$ cat config.mk
export PLATFORM = sky130hd
export DESIGN_NAME = tick_subscriber_dispatch_unit_flat
export DESIGN_NICKNAME = d
export VERILOG_FILES = /design/src/sv/tsd_pkg.sv /design/src/sv/tsd_in_if.sv /design/src/sv/tsd_out_if.sv /design/src/sv/tsd_ram.sv /design/src/sv/tsd_vclk.sv /design/src/sv/tsd_seq.sv /design/src/sv/tick_subscriber_dispatch_unit.sv /design/src/flat_wrapper.sv
export VERILOG_INCLUDE_DIRS = /design/src /design/src/sv
export SDC_FILE = /design/constraint.sdc
export NUM_CORES = 1
export LEC_CHECK = 0
export ABC_CLOCK_PERIOD_IN_PS = 6870
export BUFFER_PORTS_ARGS = -buffer_cell sky130_fd_sc_hd__buf_2
export CORE_MARGIN = 4
export CORE_UTILIZATION = 61
export DETAILED_ROUTE_END_ITERATION = 8
export PLACE_DENSITY = 0.81
export SYNTH_ARGS = -nofsm -noshare
export SYNTH_HDL_FRONTEND = slang
export SYNTH_SLANG_ARGS = --single-unit
$ cat constraint.sdc
create_clock -name clk -period 6.87 [get_ports clk]
set_input_delay 1.374 -clock clk [delete_from_list [all_inputs] [get_ports clk]]
set_output_delay 1.374 -clock clk [all_outputs]
set_load 0.01 [all_outputs]
$ cat src/sv/tick_subscriber_dispatch_unit_defines.svh
// Assertion macros for the tick subscriber dispatch unit.
// They expect signals named clk and rst_n in the scope where they are used.
`ifndef TICK_SUBSCRIBER_DISPATCH_UNIT_DEFINES_SVH
`define TICK_SUBSCRIBER_DISPATCH_UNIT_DEFINES_SVH
`ifndef SYNTHESIS
`define TSD_ASSERT(label, prop) \
    label: assert property (@(posedge clk) disable iff (!rst_n) prop) \
        else $error("tsd: property violated");
`define TSD_NEVER(label, expr) \
    label: assert property (@(posedge clk) disable iff (!rst_n) !(expr)) \
        else $error("tsd: forbidden condition seen");
`else
`define TSD_ASSERT(label, prop)
`define TSD_NEVER(label, expr)
`endif
`endif

$ cat src/sv/tsd_pkg.sv
package tsd_pkg;

    localparam int MAX_SUBS    = 8;
    localparam int HANDLE_BITS = 16;
    localparam int TIME_W      = 32;
    localparam int CMD_W       = 3;
    localparam int STATUS_W    = 2;
    localparam int CFG_W       = 16;
    localparam int CFG_IDX_W   = 1;

    localparam logic [CMD_W-1:0] CMD_REG   = 3'd0;
    localparam logic [CMD_W-1:0] CMD_UNREG = 3'd1;
    localparam logic [CMD_W-1:0] CMD_TICK  = 3'd2;
    localparam logic [CMD_W-1:0] CMD_TIMED = 3'd3;
    localparam logic [CMD_W-1:0] CMD_RESET = 3'd4;

    localparam logic [STATUS_W-1:0] ST_OK      = 2'd0;
    localparam logic [STATUS_W-1:0] ST_FULL    = 2'd1;
    localparam logic [STATUS_W-1:0] ST_MISSING = 2'd2;

    localparam logic [CFG_IDX_W-1:0] CFG_TICK_PERIOD = 1'd0;
    localparam logic [CFG_IDX_W-1:0] CFG_MAX_CATCHUP = 1'd1;

    localparam logic [CFG_W-1:0] PERIOD_RST  = 16'd1;
    localparam logic [CFG_W-1:0] CATCHUP_RST = 16'd1000;

    // Clock update request raised by the sequencer when it accepts an item.
    typedef struct packed {
        logic              go;
        logic              nominal;
        logic              timed;
        logic              clear;
        logic [TIME_W-1:0] wall;
    } tsd_tick_cmd_t;

endpackage

$ cat src/sv/tsd_in_if.sv
interface tsd_in_if #(
    parameter int HANDLE_BITS = tsd_pkg::HANDLE_BITS
);
    logic                        valid;
    logic                        ready;
    logic [tsd_pkg::CMD_W-1:0]   cmd;
    logic [HANDLE_BITS-1:0]      handle;
    logic [tsd_pkg::TIME_W-1:0]  wall_time;

    modport source (output valid, output cmd, output handle, output wall_time,
                    input ready);
    modport sink (input valid, input cmd, input handle, input wall_time,
                  output ready);
endinterface

$ cat src/sv/tsd_out_if.sv
interface tsd_out_if #(
    parameter int HANDLE_BITS = tsd_pkg::HANDLE_BITS,
    parameter int CNT_BITS    = $clog2(tsd_pkg::MAX_SUBS + 1)
);
    logic                         valid;
    logic                         ready;
    logic [tsd_pkg::STATUS_W-1:0] status;
    logic                         sub_valid;
    logic [HANDLE_BITS-1:0]       sub_handle;
    logic                         is_last;
    logic [tsd_pkg::TIME_W-1:0]   now_time;
    logic [CNT_BITS-1:0]          sub_count;

    modport source (output valid, output status, output sub_valid, output sub_handle,
                    output is_last, output now_time, output sub_count, input ready);
    modport sink (input valid, input status, input sub_valid, input sub_handle,
                  input is_last, input now_time, input sub_count, output ready);
endinterface

$ cat src/sv/tsd_ram.sv
module tsd_ram #(
    parameter int WIDTH = tsd_pkg::HANDLE_BITS,
    parameter int DEPTH = tsd_pkg::MAX_SUBS
) (
    input  logic                                 clk,
    input  logic                                 we,
    input  logic [((DEPTH > 1) ? $clog2(DEPTH) : 1)-1:0] waddr,
    input  logic [WIDTH-1:0]                     wdata,
    input  logic                                 re,
    input  logic [((DEPTH > 1) ? $clog2(DEPTH) : 1)-1:0] raddr,
    output logic [WIDTH-1:0]                     rdata
);

    logic [WIDTH-1:0] mem [DEPTH];
    logic [WIDTH-1:0] rdata_reg;

    // Read data holds its value while no read is issued.
    always_ff @(posedge clk)
    begin
        if (we)
        begin
            mem[waddr] <= wdata;
        end
        if (re)
        begin
            rdata_reg <= mem[raddr];
        end
    end

    assign rdata = rdata_reg;

endmodule

$ cat src/sv/tsd_vclk.sv
module tsd_vclk (
    input  logic                            clk,
    input  logic                            rst_n,
    input  logic                            cfg_we,
    input  logic [tsd_pkg::CFG_IDX_W-1:0]   cfg_index,
    input  logic [tsd_pkg::CFG_W-1:0]       cfg_data,
    input  tsd_pkg::tsd_tick_cmd_t          tick_cmd,
    output logic [tsd_pkg::TIME_W-1:0]      now_time
);

    localparam int TW = tsd_pkg::TIME_W;
    localparam int CW = tsd_pkg::CFG_W;

    logic [CW-1:0] period_reg;
    logic [CW-1:0] catchup_reg;
    logic [TW-1:0] clock_reg;
    logic [TW-1:0] prev_reg;
    logic          primed_reg;
    logic [CW-1:0] step_reg;
    logic          pend_reg;

    logic [TW-1:0] wall_delta;
    logic [CW-1:0] clamped_step;

    // Wrapping difference, limited to the catch-up bound.
    assign wall_delta   = tick_cmd.wall - prev_reg;
    assign clamped_step = (wall_delta > TW'(catchup_reg)) ? catchup_reg
                                                          : wall_delta[CW-1:0];

    // The step is registered at acceptance and added to the clock in the next cycle.
    always_ff @(posedge clk or negedge rst_n)
    begin
        if (!rst_n)
        begin
            period_reg  <= tsd_pkg::PERIOD_RST;
            catchup_reg <= tsd_pkg::CATCHUP_RST;
            clock_reg   <= '0;
            prev_reg    <= '0;
            primed_reg  <= 1'b0;
            step_reg    <= '0;
            pend_reg    <= 1'b0;
        end
        else
        begin
            pend_reg <= tick_cmd.go && (tick_cmd.nominal || tick_cmd.timed);
            if (pend_reg)
            begin
                clock_reg <= clock_reg + TW'(step_reg);
            end
            if (cfg_we)
            begin
                case (cfg_index)
                    tsd_pkg::CFG_TICK_PERIOD: period_reg  <= cfg_data;
                    tsd_pkg::CFG_MAX_CATCHUP: catchup_reg <= cfg_data;
                    default: ;
                endcase
            end
            if (tick_cmd.go)
            begin
                if (tick_cmd.clear)
                begin
                    clock_reg  <= '0;
                    prev_reg   <= '0;
                    primed_reg <= 1'b0;
                    period_reg <= tsd_pkg::PERIOD_RST;
                end
                else if (tick_cmd.nominal)
                begin
                    step_reg <= period_reg;
                end
                else if (tick_cmd.timed)
                begin
                    step_reg   <= primed_reg ? clamped_step : period_reg;
                    primed_reg <= 1'b1;
                    prev_reg   <= tick_cmd.wall;
                end
            end
        end
    end

    assign now_time = clock_reg;

endmodule

$ cat src/sv/tsd_seq.sv
module tsd_seq #(
    parameter int MAX_SUBS    = tsd_pkg::MAX_SUBS,
    parameter int HANDLE_BITS = tsd_pkg::HANDLE_BITS
) (
    input  logic                                       clk,
    input  logic                                       rst_n,
    tsd_in_if.sink                                     req,
    tsd_out_if.source                                  rsp,
    output tsd_pkg::tsd_tick_cmd_t                     tick_cmd,
    input  logic [tsd_pkg::TIME_W-1:0]                 now_time,
    output logic                                       mem_re,
    output logic [((MAX_SUBS > 1) ? $clog2(MAX_SUBS) : 1)-1:0] mem_raddr,
    input  logic [HANDLE_BITS-1:0]                     mem_rdata,
    output logic                                       mem_we,
    output logic [((MAX_SUBS > 1) ? $clog2(MAX_SUBS) : 1)-1:0] mem_waddr,
    output logic [HANDLE_BITS-1:0]                     mem_wdata
);

    localparam int IW = (MAX_SUBS > 1) ? $clog2(MAX_SUBS) : 1;
    localparam int CW = $clog2(MAX_SUBS + 1);
    localparam int TW = tsd_pkg::TIME_W;
    localparam int SW = tsd_pkg::STATUS_W;

    typedef enum logic [2:0] {S_IDLE, S_DISP, S_SCAN, S_SHIFT, S_FAN, S_FIN} state_t;

    state_t                     state_reg, state_next;
    logic [tsd_pkg::CMD_W-1:0]  cmd_reg, cmd_next;
    logic [HANDLE_BITS-1:0]     hnd_reg, hnd_next;
    logic [CW-1:0]              total_reg, total_next;
    logic [CW-1:0]              idx_reg, idx_next;
    logic                       rv_reg, rv_next;
    logic [IW-1:0]              ri_reg, ri_next;
    logic [SW-1:0]              status_reg, status_next;
    logic                       ov_reg, ov_next;
    logic [SW-1:0]              ostat_reg, ostat_next;
    logic                       osv_reg, osv_next;
    logic [HANDLE_BITS-1:0]     ohnd_reg, ohnd_next;
    logic                       olast_reg, olast_next;
    logic [TW-1:0]              onow_reg, onow_next;
    logic [CW-1:0]              ocnt_reg, ocnt_next;

    logic accept;
    logic out_free;
    logic in_range;
    logic issue;
    logic advance;
    logic out_load;
    logic hit;

    assign req.ready = (state_reg == S_IDLE);
    assign accept    = req.valid && req.ready;
    assign out_free  = !ov_reg || rsp.ready;
    assign in_range  = (idx_reg < total_reg);
    assign hit       = rv_reg && (mem_rdata == hnd_reg);

    always_comb
    begin
        state_next  = state_reg;
        cmd_next    = cmd_reg;
        hnd_next    = hnd_reg;
        total_next  = total_reg;
        idx_next    = idx_reg;
        rv_next     = rv_reg;
        ri_next     = ri_reg;
        status_next = status_reg;
        ov_next     = ov_reg && !rsp.ready;
        ostat_next  = ostat_reg;
        osv_next    = osv_reg;
        ohnd_next   = ohnd_reg;
        olast_next  = olast_reg;
        onow_next   = onow_reg;
        ocnt_next   = ocnt_reg;

        issue    = 1'b0;
        advance  = 1'b0;
        out_load = 1'b0;

        mem_re    = 1'b0;
        mem_raddr = idx_reg[IW-1:0];
        mem_we    = 1'b0;
        mem_waddr = total_reg[IW-1:0];
        mem_wdata = hnd_reg;

        tick_cmd         = '0;
        tick_cmd.wall    = req.wall_time;

        case (state_reg)
            S_IDLE:
            begin
                if (accept)
                begin
                    cmd_next         = req.cmd;
                    hnd_next         = req.handle;
                    state_next       = S_DISP;
                    tick_cmd.go      = 1'b1;
                    tick_cmd.nominal = (req.cmd == tsd_pkg::CMD_TICK);
                    tick_cmd.timed   = (req.cmd == tsd_pkg::CMD_TIMED);
                    tick_cmd.clear   = (req.cmd == tsd_pkg::CMD_RESET);
                end
            end

            S_DISP:
            begin
                idx_next    = '0;
                rv_next     = 1'b0;
                status_next = tsd_pkg::ST_OK;
                case (cmd_reg)
                    tsd_pkg::CMD_REG, tsd_pkg::CMD_UNREG:
                        state_next = S_SCAN;
                    tsd_pkg::CMD_TICK, tsd_pkg::CMD_TIMED:
                        state_next = (total_reg == '0) ? S_FIN : S_FAN;
                    tsd_pkg::CMD_RESET:
                    begin
                        total_next = '0;
                        state_next = S_FIN;
                    end
                    default:
                        state_next = S_FIN;
                endcase
            end

            // One entry is read per cycle; its compare lands in the next cycle.
            S_SCAN:
            begin
                issue   = in_range;
                mem_re  = issue;
                rv_next = issue;
                ri_next = idx_reg[IW-1:0];
                if (issue)
                begin
                    idx_next = idx_reg + CW'(1);
                end
                if (hit)
                begin
                    if (cmd_reg == tsd_pkg::CMD_REG)
                    begin
                        status_next = tsd_pkg::ST_OK;
                        state_next  = S_FIN;
                    end
                    else
                    begin
                        idx_next   = CW'(ri_reg) + CW'(1);
                        rv_next    = 1'b0;
                        state_next = S_SHIFT;
                    end
                end
                else if (!rv_reg && !issue)
                begin
                    state_next = S_FIN;
                    if (cmd_reg == tsd_pkg::CMD_REG)
                    begin
                        if (total_reg >= CW'(MAX_SUBS))
                        begin
                            status_next = tsd_pkg::ST_FULL;
                        end
                        else
                        begin
                            mem_we      = 1'b1;
                            total_next  = total_reg + CW'(1);
                            status_next = tsd_pkg::ST_OK;
                        end
                    end
                    else
                    begin
                        status_next = tsd_pkg::ST_MISSING;
                    end
                end
            end

            // Each entry after the removed one is read and written one place down.
            S_SHIFT:
            begin
                issue   = in_range;
                mem_re  = issue;
                rv_next = issue;
                ri_next = idx_reg[IW-1:0];
                if (issue)
                begin
                    idx_next = idx_reg + CW'(1);
                end
                if (rv_reg)
                begin
                    mem_we    = 1'b1;
                    mem_waddr = ri_reg - IW'(1);
                    mem_wdata = mem_rdata;
                end
                if (!rv_reg && !issue)
                begin
                    total_next  = total_reg - CW'(1);
                    status_next = tsd_pkg::ST_OK;
                    state_next  = S_FIN;
                end
            end

            // The read pipeline advances when no entry is pending or when the output
            // register takes the pending entry; the RAM holds its read data meanwhile.
            S_FAN:
            begin
                out_load = rv_reg && out_free;
                advance  = !rv_reg || out_load;
                issue    = advance && in_range;
                mem_re   = issue;
                if (issue)
                begin
                    idx_next = idx_reg + CW'(1);
                end
                if (advance)
                begin
                    rv_next = issue;
                    ri_next = idx_reg[IW-1:0];
                end
                if (out_load)
                begin
                    ov_next    = 1'b1;
                    ostat_next = tsd_pkg::ST_OK;
                    osv_next   = 1'b1;
                    ohnd_next  = mem_rdata;
                    olast_next = ((CW'(ri_reg) + CW'(1)) == total_reg);
                    onow_next  = now_time;
                    ocnt_next  = total_reg;
                end
                if (advance && !issue)
                begin
                    state_next = S_IDLE;
                end
            end

            S_FIN:
            begin
                if (out_free)
                begin
                    ov_next    = 1'b1;
                    ostat_next = status_reg;
                    osv_next   = 1'b0;
                    ohnd_next  = '0;
                    olast_next = 1'b1;
                    onow_next  = now_time;
                    ocnt_next  = total_reg;
                    state_next = S_IDLE;
                end
            end

            default:
            begin
                state_next = S_IDLE;
            end
        endcase
    end

    always_ff @(posedge clk or negedge rst_n)
    begin
        if (!rst_n)
        begin
            state_reg  <= S_IDLE;
            cmd_reg    <= '0;
            hnd_reg    <= '0;
            total_reg  <= '0;
            idx_reg    <= '0;
            rv_reg     <= 1'b0;
            ri_reg     <= '0;
            status_reg <= '0;
            ov_reg     <= 1'b0;
            ostat_reg  <= '0;
            osv_reg    <= 1'b0;
            ohnd_reg   <= '0;
            olast_reg  <= 1'b0;
            onow_reg   <= '0;
            ocnt_reg   <= '0;
        end
        else
        begin
            state_reg  <= state_next;
            cmd_reg    <= cmd_next;
            hnd_reg    <= hnd_next;
            total_reg  <= total_next;
            idx_reg    <= idx_next;
            rv_reg     <= rv_next;
            ri_reg     <= ri_next;
            status_reg <= status_next;
            ov_reg     <= ov_next;
            ostat_reg  <= ostat_next;
            osv_reg    <= osv_next;
            ohnd_reg   <= ohnd_next;
            olast_reg  <= olast_next;
            onow_reg   <= onow_next;
            ocnt_reg   <= ocnt_next;
        end
    end

    assign rsp.valid      = ov_reg;
    assign rsp.status     = ostat_reg;
    assign rsp.sub_valid  = osv_reg;
    assign rsp.sub_handle = ohnd_reg;
    assign rsp.is_last    = olast_reg;
    assign rsp.now_time   = onow_reg;
    assign rsp.sub_count  = ocnt_reg;

endmodule

$ cat src/sv/tick_subscriber_dispatch_unit.sv
// One item at a time. For a table of N handles, register does at most one RAM read per
// entry before its result transfer, and unregister also moves the later entries down
// one place behind the reads. A tick makes one transfer per subscriber, paced by the
// single table read port. Output stalls hold back the transfers of any item.
// Reset is asynchronous and active low; the table RAM needs no clearing pass.
`include "tick_subscriber_dispatch_unit_defines.svh"

module tick_subscriber_dispatch_unit #(
    parameter int MAX_SUBS    = tsd_pkg::MAX_SUBS,
    parameter int HANDLE_BITS = tsd_pkg::HANDLE_BITS
) (
    input  logic                          clk,
    input  logic                          rst_n,
    tsd_in_if.sink                        req,
    tsd_out_if.source                     rsp,
    input  logic                          cfg_we,
    input  logic [tsd_pkg::CFG_IDX_W-1:0] cfg_index,
    input  logic [tsd_pkg::CFG_W-1:0]     cfg_data
);

    localparam int IW = (MAX_SUBS > 1) ? $clog2(MAX_SUBS) : 1;
    localparam int CW = $clog2(MAX_SUBS + 1);

    tsd_pkg::tsd_tick_cmd_t        tick_cmd;
    logic [tsd_pkg::TIME_W-1:0]    now_time;
    logic                          mem_re;
    logic [IW-1:0]                 mem_raddr;
    logic [HANDLE_BITS-1:0]        mem_rdata;
    logic                          mem_we;
    logic [IW-1:0]                 mem_waddr;
    logic [HANDLE_BITS-1:0]        mem_wdata;

    tsd_ram #(
        .WIDTH (HANDLE_BITS),
        .DEPTH (MAX_SUBS)
    ) u_table (
        .clk   (clk),
        .we    (mem_we),
        .waddr (mem_waddr),
        .wdata (mem_wdata),
        .re    (mem_re),
        .raddr (mem_raddr),
        .rdata (mem_rdata)
    );

    tsd_vclk u_vclk (
        .clk       (clk),
        .rst_n     (rst_n),
        .cfg_we    (cfg_we),
        .cfg_index (cfg_index),
        .cfg_data  (cfg_data),
        .tick_cmd  (tick_cmd),
        .now_time  (now_time)
    );

    tsd_seq #(
        .MAX_SUBS    (MAX_SUBS),
        .HANDLE_BITS (HANDLE_BITS)
    ) u_seq (
        .clk       (clk),
        .rst_n     (rst_n),
        .req       (req),
        .rsp       (rsp),
        .tick_cmd  (tick_cmd),
        .now_time  (now_time),
        .mem_re    (mem_re),
        .mem_raddr (mem_raddr),
        .mem_rdata (mem_rdata),
        .mem_we    (mem_we),
        .mem_waddr (mem_waddr),
        .mem_wdata (mem_wdata)
    );

    // The sequencer is busy in the cycle after taking an item.
    `TSD_ASSERT(a_busy_after_accept, req.valid && req.ready |=> !req.ready)
    // A result that names no subscriber always closes its item.
    `TSD_ASSERT(a_single_is_last, rsp.valid && !rsp.sub_valid |-> rsp.is_last)
    // A fired subscriber implies a non-empty table and an ok status.
    `TSD_NEVER(a_fire_empty, rsp.valid && rsp.sub_valid && (rsp.sub_count == '0))
    `TSD_NEVER(a_fire_status, rsp.valid && rsp.sub_valid && (rsp.status != tsd_pkg::ST_OK))
    `TSD_NEVER(a_count_range, rsp.valid && (rsp.sub_count > CW'(MAX_SUBS)))

endmodule
$ cat src/flat_wrapper.sv
// flat-port wrapper written by rule: the top's interface ports become plain ports
module tick_subscriber_dispatch_unit_flat 
#(
    parameter int MAX_SUBS    = tsd_pkg::MAX_SUBS,
    parameter int HANDLE_BITS = tsd_pkg::HANDLE_BITS
)
  (clk, rst_n, cfg_we, cfg_index, cfg_data, req_valid, req_cmd, req_handle, req_wall_time, req_ready, rsp_valid, rsp_status, rsp_sub_valid, rsp_sub_handle, rsp_is_last, rsp_now_time, rsp_sub_count, rsp_ready);
  tsd_in_if #(.HANDLE_BITS(HANDLE_BITS)) req_i ();
  tsd_out_if #(.HANDLE_BITS(HANDLE_BITS)) rsp_i ();
  input  logic clk;
  input  logic rst_n;
  input  logic cfg_we;
  input  logic [tsd_pkg::CFG_IDX_W-1:0] cfg_index;
  input  logic [tsd_pkg::CFG_W-1:0] cfg_data;
  input wire logic [$bits(req_i.valid)-1:0] req_valid;
  input wire logic [$bits(req_i.cmd)-1:0] req_cmd;
  input wire logic [$bits(req_i.handle)-1:0] req_handle;
  input wire logic [$bits(req_i.wall_time)-1:0] req_wall_time;
  output wire logic [$bits(req_i.ready)-1:0] req_ready;
  output wire logic [$bits(rsp_i.valid)-1:0] rsp_valid;
  output wire logic [$bits(rsp_i.status)-1:0] rsp_status;
  output wire logic [$bits(rsp_i.sub_valid)-1:0] rsp_sub_valid;
  output wire logic [$bits(rsp_i.sub_handle)-1:0] rsp_sub_handle;
  output wire logic [$bits(rsp_i.is_last)-1:0] rsp_is_last;
  output wire logic [$bits(rsp_i.now_time)-1:0] rsp_now_time;
  output wire logic [$bits(rsp_i.sub_count)-1:0] rsp_sub_count;
  input wire logic [$bits(rsp_i.ready)-1:0] rsp_ready;
  assign req_i.valid = req_valid;
  assign req_i.cmd = req_cmd;
  assign req_i.handle = req_handle;
  assign req_i.wall_time = req_wall_time;
  assign req_ready = req_i.ready;
  assign rsp_valid = rsp_i.valid;
  assign rsp_status = rsp_i.status;
  assign rsp_sub_valid = rsp_i.sub_valid;
  assign rsp_sub_handle = rsp_i.sub_handle;
  assign rsp_is_last = rsp_i.is_last;
  assign rsp_now_time = rsp_i.now_time;
  assign rsp_sub_count = rsp_i.sub_count;
  assign rsp_i.ready = rsp_ready;
  tick_subscriber_dispatch_unit #(.MAX_SUBS(MAX_SUBS), .HANDLE_BITS(HANDLE_BITS)) u_core (.clk(clk), .rst_n(rst_n), .req(req_i), .rsp(rsp_i), .cfg_we(cfg_we), .cfg_index(cfg_index), .cfg_data(cfg_data));
endmodule
### Word level (Yosys, flattened, before mapping)

Memory sizes are Yosys's and may differ from the RTL's. A register that Yosys moved wholly into a read port is not among the register bits.
Index checks and enable logic that the tools add are counted.

| operators by class | value |
|---|---|
| add/subtract/negate cells | 7 |
| multipliers | 0 |
| div/mod/pow operators | 0 |
| magnitude comparators | 3 |
| equal/unequal tests | 29 |
| shift-type cells | 0 |
| muxes and demuxes | 87 |
| bitwise logic cells | 1 |
| reduce and logical (&&, ||, !) cells | 39 |

Operators with widths:

| kind | count |
|---|---|
| $mux W32 | 8 |
| $mux W16 | 12 |
| $pmux W32 S2 | 1 |
| $mux W4 | 14 |
| $add A32 B16 Y32 | 1 |
| $gt A32 B16 Y1 | 1 |
| $pmux W16 S2 | 1 |
| $sub A32 B32 Y32 | 1 |
| $mux W3 | 9 |
| $mux W1 | 21 |
| $ne A2 B2 Y1 const B | 10 |
| $eq A3 B2 Y1 const B | 6 |
| $pmux W3 S6 | 1 |
| $eq A16 B16 Y1 | 1 |
| $pmux W4 S4 | 1 |
| $mux W2 | 7 |
| $eq A3 B3 Y1 const B | 4 |
| $pmux W3 S2 | 2 |
| $pmux W4 S3 | 1 |
| $reduce_and A3 Y1 | 4 |
| $pmux W1 S2 | 5 |
| $reduce_and A2 Y1 | 5 |
| $add A4 B1 Y4 const B | 2 |
| $logic_and A1 B1 Y1 | 8 |
| other kinds (24) | 40 |

| storage, ports and cells | value |
|---|---|
| flip-flop bits (word level) | 207 |
| bits in latches | 0 |
| memory bits (writable) | 128 |
| memory bits (read-only) | 0 |
| input port bits | 73 |
| logic and storage cells | 189 |
| memories kept | 1 |

Memories:

| memory | words | width | rd ports | clocked after Yosys merged registers in | write ports | line | source |
|---|---|---|---|---|---|---|---|
| u_core.u_table.mem | 8 | 16 | 1 | 1 | 1 | tsd_ram.sv:14 | `logic [WIDTH-1:0] mem [DEPTH];` |

### Logic depth before layout (Yosys ltp)

| depth | value |
|---|---|
| depth in word-level cells | 9 |
| gate-level depth with buffers | 23 |
| mapped depth without buffers | 22 |

### Cells and area by module

A second synthesis with hierarchy kept.

| second synthesis, totals | value |
|---|---|
| cell total of the unflattened synthesis | 1645 |
| area, all modules | 18549.0 µm² |

Modules (own cells, without submodules):

| module | times used | cells each | area each (µm²) | seq. area each (µm²) |
|---|---|---|---|---|
| tsd_vclk | 1 | 940 | 8224.1 | 2861.5 |
| tsd_ram | 1 | 214 | 5454.0 | 4324.1 |
| tsd_seq | 1 | 491 | 4870.9 | 2327.2 |

### Least setup slack after synthesis

No wires, ideal clock.

| path | value |
|---|---|
| path type | input port to flip-flop |
| start | input port req_wall_time[0] |
| end | register u_core.u_vclk.step_reg[10] |
| arrival time | 5.931 ns |
| required time | 6.739 ns |
| path slack | 0.808 ns |
| stages | 22 |
| path buffers | 1 |
| path through | inv_1 -> ha_1 -> fa_1 -> nand2b_1 -> a21oi_1 -> o21ai_1 -> o21ai_0 -> a21oi_1 -> xnor2_1 -> ha_1 -> a21oi_1 -> nand2_1 -> a221o_1 -> nor3_1 -> or2_2 -> o211ai_1 -> or4_1 -> or4_4 -> nor3_4 -> buf_8 -> mux2i_1 -> o22ai_2 |

| on the way | value |
|---|---|
| longest elaborated chain between the ends | 6 |

RTL lines:

| item | line | source |
|---|---|---|
| from (decl) | flat_wrapper.sv:18 | `input wire logic [$bits(req_i.wall_time)-1:0] req_wall_time;` |
| $sub A32 B32 Y32 * | tsd_vclk.sv:26 | `assign wall_delta = tick_cmd.wall - prev_reg;` |
| $gt A32 B16 Y1 | tsd_vclk.sv:27 | `assign clamped_step = (wall_delta > TW'(catchup_reg)) ? catchup_reg` |
| $mux W16 * | tsd_vclk.sv:27 |  |
| $mux W16 * | tsd_vclk.sv:73 | `step_reg <= primed_reg ? clamped_step : period_reg;` |
| $mux W16 * | tsd_vclk.sv:71 | `else if (tick_cmd.timed)` |
| $mux W16 * | tsd_vclk.sv:67 | `else if (tick_cmd.nominal)` |
| to (signal assigned) | tsd_vclk.sv:69 | `step_reg <= period_reg;` |
| to (signal assigned) | tsd_vclk.sv:73 |  |
| to (decl) | tsd_vclk.sv:19 | `logic [CW-1:0] step_reg;` |

Mark *: on every way between the ends. The rest lies on a longest branch, timed or not. The select of a mux whose other input is x is not followed.
A chain may end at the register's enable or synchronous reset.

### Worst setup path in the final report

| path | value |
|---|---|
| start | input port req_wall_time[0] |
| end | register u_core.u_vclk.step_reg[12] |

The elaborated chain is that of the path after synthesis.

==> flow_summary.toml <==
[die]
start_util_pct = 61.8
core_sq_um = 28600
die_x_um = 178
die_area_sq_um = 31800
die_h_um = 178
pin_count = 131
rows = 62

[critical_path]
crit_required_ns = 7.27
r2r_slack_ns = 1.39
worst-setup-path-type = "input pin to flip-flop"
r2r_end = "u_core.u_vclk.step_reg[12]$_DFFE_PN0P_"
end_kind = "flip-flop"
reg2regPathDepth = 21
crit_path_start_kind = "input pin"
r2r_start = "u_core.u_vclk.prev_reg[0]$_DFFE_PN0P_"
cp_max_fo = 16
worstPathArrival_ns = 6.46

[clock_network]
cts_root_buffer = "clkbuf_16"
cts_buffers = 37
cts_tree = "yes"
cts-resized-gates = 0
cts_hold_buffers = 0
clk_latency_ns = 0.53
cts_max_path_buffers = 3
h-tree-depth = 2
cts_num_sinks = 351
clk_pin_slew_ns = 0.06
post_cts_buffers = 0

[power]
leakagePower_uw = 0.00841
total_power_uw = 8310
vdd_drop_max_v = 0.000275
p_per_area_nw_per_um2 = 417

[detailed_routing]
wl_per_cell_um = 20.8
drc_errors = 0
first_iter_violations = 1251
antenna_left = 0
firstDrtPassIters = 5
routed_wirelength_um = 43700
via_per_inst = 6.10
vias = 12800

[global_routing]
grt_pass1_wl_um = 69900
grt_start_max_net_pins = 116
antenna_found_initial = 0
grt_use_total_pct = 27.7
grt-ovfl-total = 0
grt_pass1_vias = 13000

[sta]
period_needed_ns = 6.06
fin_hold_ws_ns = 0.473
setup_viol = 0
tightest_slew_ns = 1.23
rsz0062_at_grt = "false"
finalCritPeriodShare_pct = 88.1
fmax_mhz = 165
tns_ns = 0
maxSlewHeadroom_pct = 17.8
finalWorstSetupSlack_ns = 0.814
hold_viol_final = 0
finalClockSkew_ns = 0.0178
drv_slew = 0

[worst_hold_path]
hold-path-cell-count = 2
min_to = "u_core.u_seq.rsp.now_time[16]$_DFFE_PN0P_"
min_from = "u_core.u_seq.rsp.now_time[16]$_DFFE_PN0P_"
min_path_type = "flip-flop to flip-flop"

[logic_synthesis]
yosysTopAreaCellShare_pct = 28.3
synth_commonest_cells = "nand2_1, dfrtp_1, edfxtp_1"
yosysTopAreaCell = "dfrtp_1"
syn_inst = 1574
synth_edf_count = 144
synth_area_sq_um = 17700
async_flop_share_pct = 59.0
yosysWarnings = 0
syn_area_per_cell_sq_um = 11.2
yosys.cell_count.top_type = "nand2_1"
synth_top_cells_by_area = "dfrtp_1, edfxtp_1, nand2_1"
synth_cell_types = 70
ys_ff_latch = 351
syn_nets = 1721
seq_area_frac_synth_pct = 53.8
ys.flop_type = "dfrtp_1"

[cells_and_area]
drive_gt1_share_pct = 19.8
largest_reg_flops = 128
nets = 1831
area_growth_pct = 12.6
n_antenna_cell = 0
largest-register = "u_core.u_table.mem"

[placement]
gp_congestion = 0.934
hpwl_um = 28400
numPortBuffers = 130
dp_slack_ns = 0.357

[run]
cap_violations = 0

[outcome]
status = "finished, final reports clean"
[layout make-up]
| type | instances | area, sq um |
|---|---|---|
| clock inverter | 19 | 181 |
| fill | 2018 | 8700 |
| clock buffer | 49 | 1040 |
| sequential | 351 | 9520 |
| tap | 384 | 480 |
| timing repair buffer | 144 | 777 |
| multi-input combinational | 1078 | 7650 |
| inverter | 72 | 270 |
[metrics by stage]
| step | std cells | cell area [sq um] | util, % |
|---|---|---|---|
| after CTS | 2097 | 19900 | 69.6 |
| after global routing | 2097 | 19900 | 69.6 |
| after detailed placement | 2029 | 18700 | 65.3 |
| after floorplan | 1574 | 17700 | - |
| after global placement | 2029 | 18700 | 65.3 |
| final | 2097 | 19900 | 69.6 |
[worst max-delay path, stage by stage]
cell	delay (ns)
buf_2	0.09
inv_1	0.04
ha_1	0.21
fa_1	0.43
nand2b_1	0.19
a21oi_1	0.26
o21ai_1	0.20
o21ai_0	0.33
a21oi_1	0.13
xnor2_1	0.26
ha_1	0.31
a21oi_1	0.14
nand2_1	0.07
a221o_1	0.33
nor3_1	0.11
or2_2	0.14
o211ai_1	0.09
or4_1	0.45
or4_4	0.54
nor3_4	0.21
buf_12	0.20
mux2i_1	0.26
o22ai_2	0.09
[placed cells by master, fill, tap and decap left out, types with 10 or more instances in the layout]
| cell type | instances |
|---|---|
| a21o_1 | 15 |
| a21oi_1 | 97 |
| a22o_1 | 53 |
| and3_1 | 12 |
| buf_2 | 129 |
| buf_4 | 13 |
| clkbuf_16 | 39 |
| dfrtp_1 | 198 |
| edfxtp_1 | 144 |
| ha_1 | 71 |
| inv_1 | 72 |
| mux2_2 | 53 |
| mux2i_1 | 37 |
| mux4_2 | 32 |
| nand2_1 | 263 |
| nand2b_1 | 14 |
| nand3_1 | 30 |
| nand4_1 | 13 |
| nor2_1 | 92 |
| nor2_2 | 10 |
| nor3_1 | 13 |
| o21a_1 | 11 |
| o21ai_0 | 48 |
| o22ai_2 | 10 |
| xnor2_1 | 53 |
| xor2_1 | 19 |
[layer usage]
metal	vias to the layer above	global-route usage, %	wire length (um)
li1	5866	-	-
met1	6349	37.1	18000
met2	482	47.2	21700
met3	99	3.16	2250
met4	0	10.3	1680
met5	-	0	0
[worst max path at each step]
stage / from / end / depth (start not counted)
final: req_wall_time[0] / u_core.u_vclk.step_reg[12]$_DFFE_PN0P_ / 23
after global routing: req_wall_time[0] / u_core.u_vclk.step_reg[7]$_DFFE_PN0P_ / 23
after CTS: req_wall_time[0] / u_core.u_vclk.step_reg[12]$_DFFE_PN0P_ / 23
after detailed placement: req_wall_time[0] / u_core.u_vclk.step_reg[13]$_DFFE_PN0P_ / 23
after global placement: req_wall_time[0] / u_core.u_vclk.step_reg[7]$_DFFE_PN0P_ / 23
after floorplan: req_wall_time[0] / u_core.u_vclk.step_reg[10]$_DFFE_PN0P_ / 22
[power by group]
part | switching [uW] | internal, uW
Sequential | 408 | 2770
Combinational | 1820 | 1300
Clock | 848 | 1160
Total | 3080 | 5230
[cells by family after synthesis]
kind of cell / Yosys count / share of synthesized area [%]
multiplexers: 122 / 9.54
adder cells (fa/ha/maj): 74 / 5.36
flip-flops: 351 / 53.8
XOR/XNOR: 72 / 3.57
buffers and inverters: 145 / 3.16
AO/OA/AOI/OAI: 311 / 12.2
AND/OR/NAND/NOR: 499 / 12.4
No activity file was read; power rests on OpenSTA's default activity.
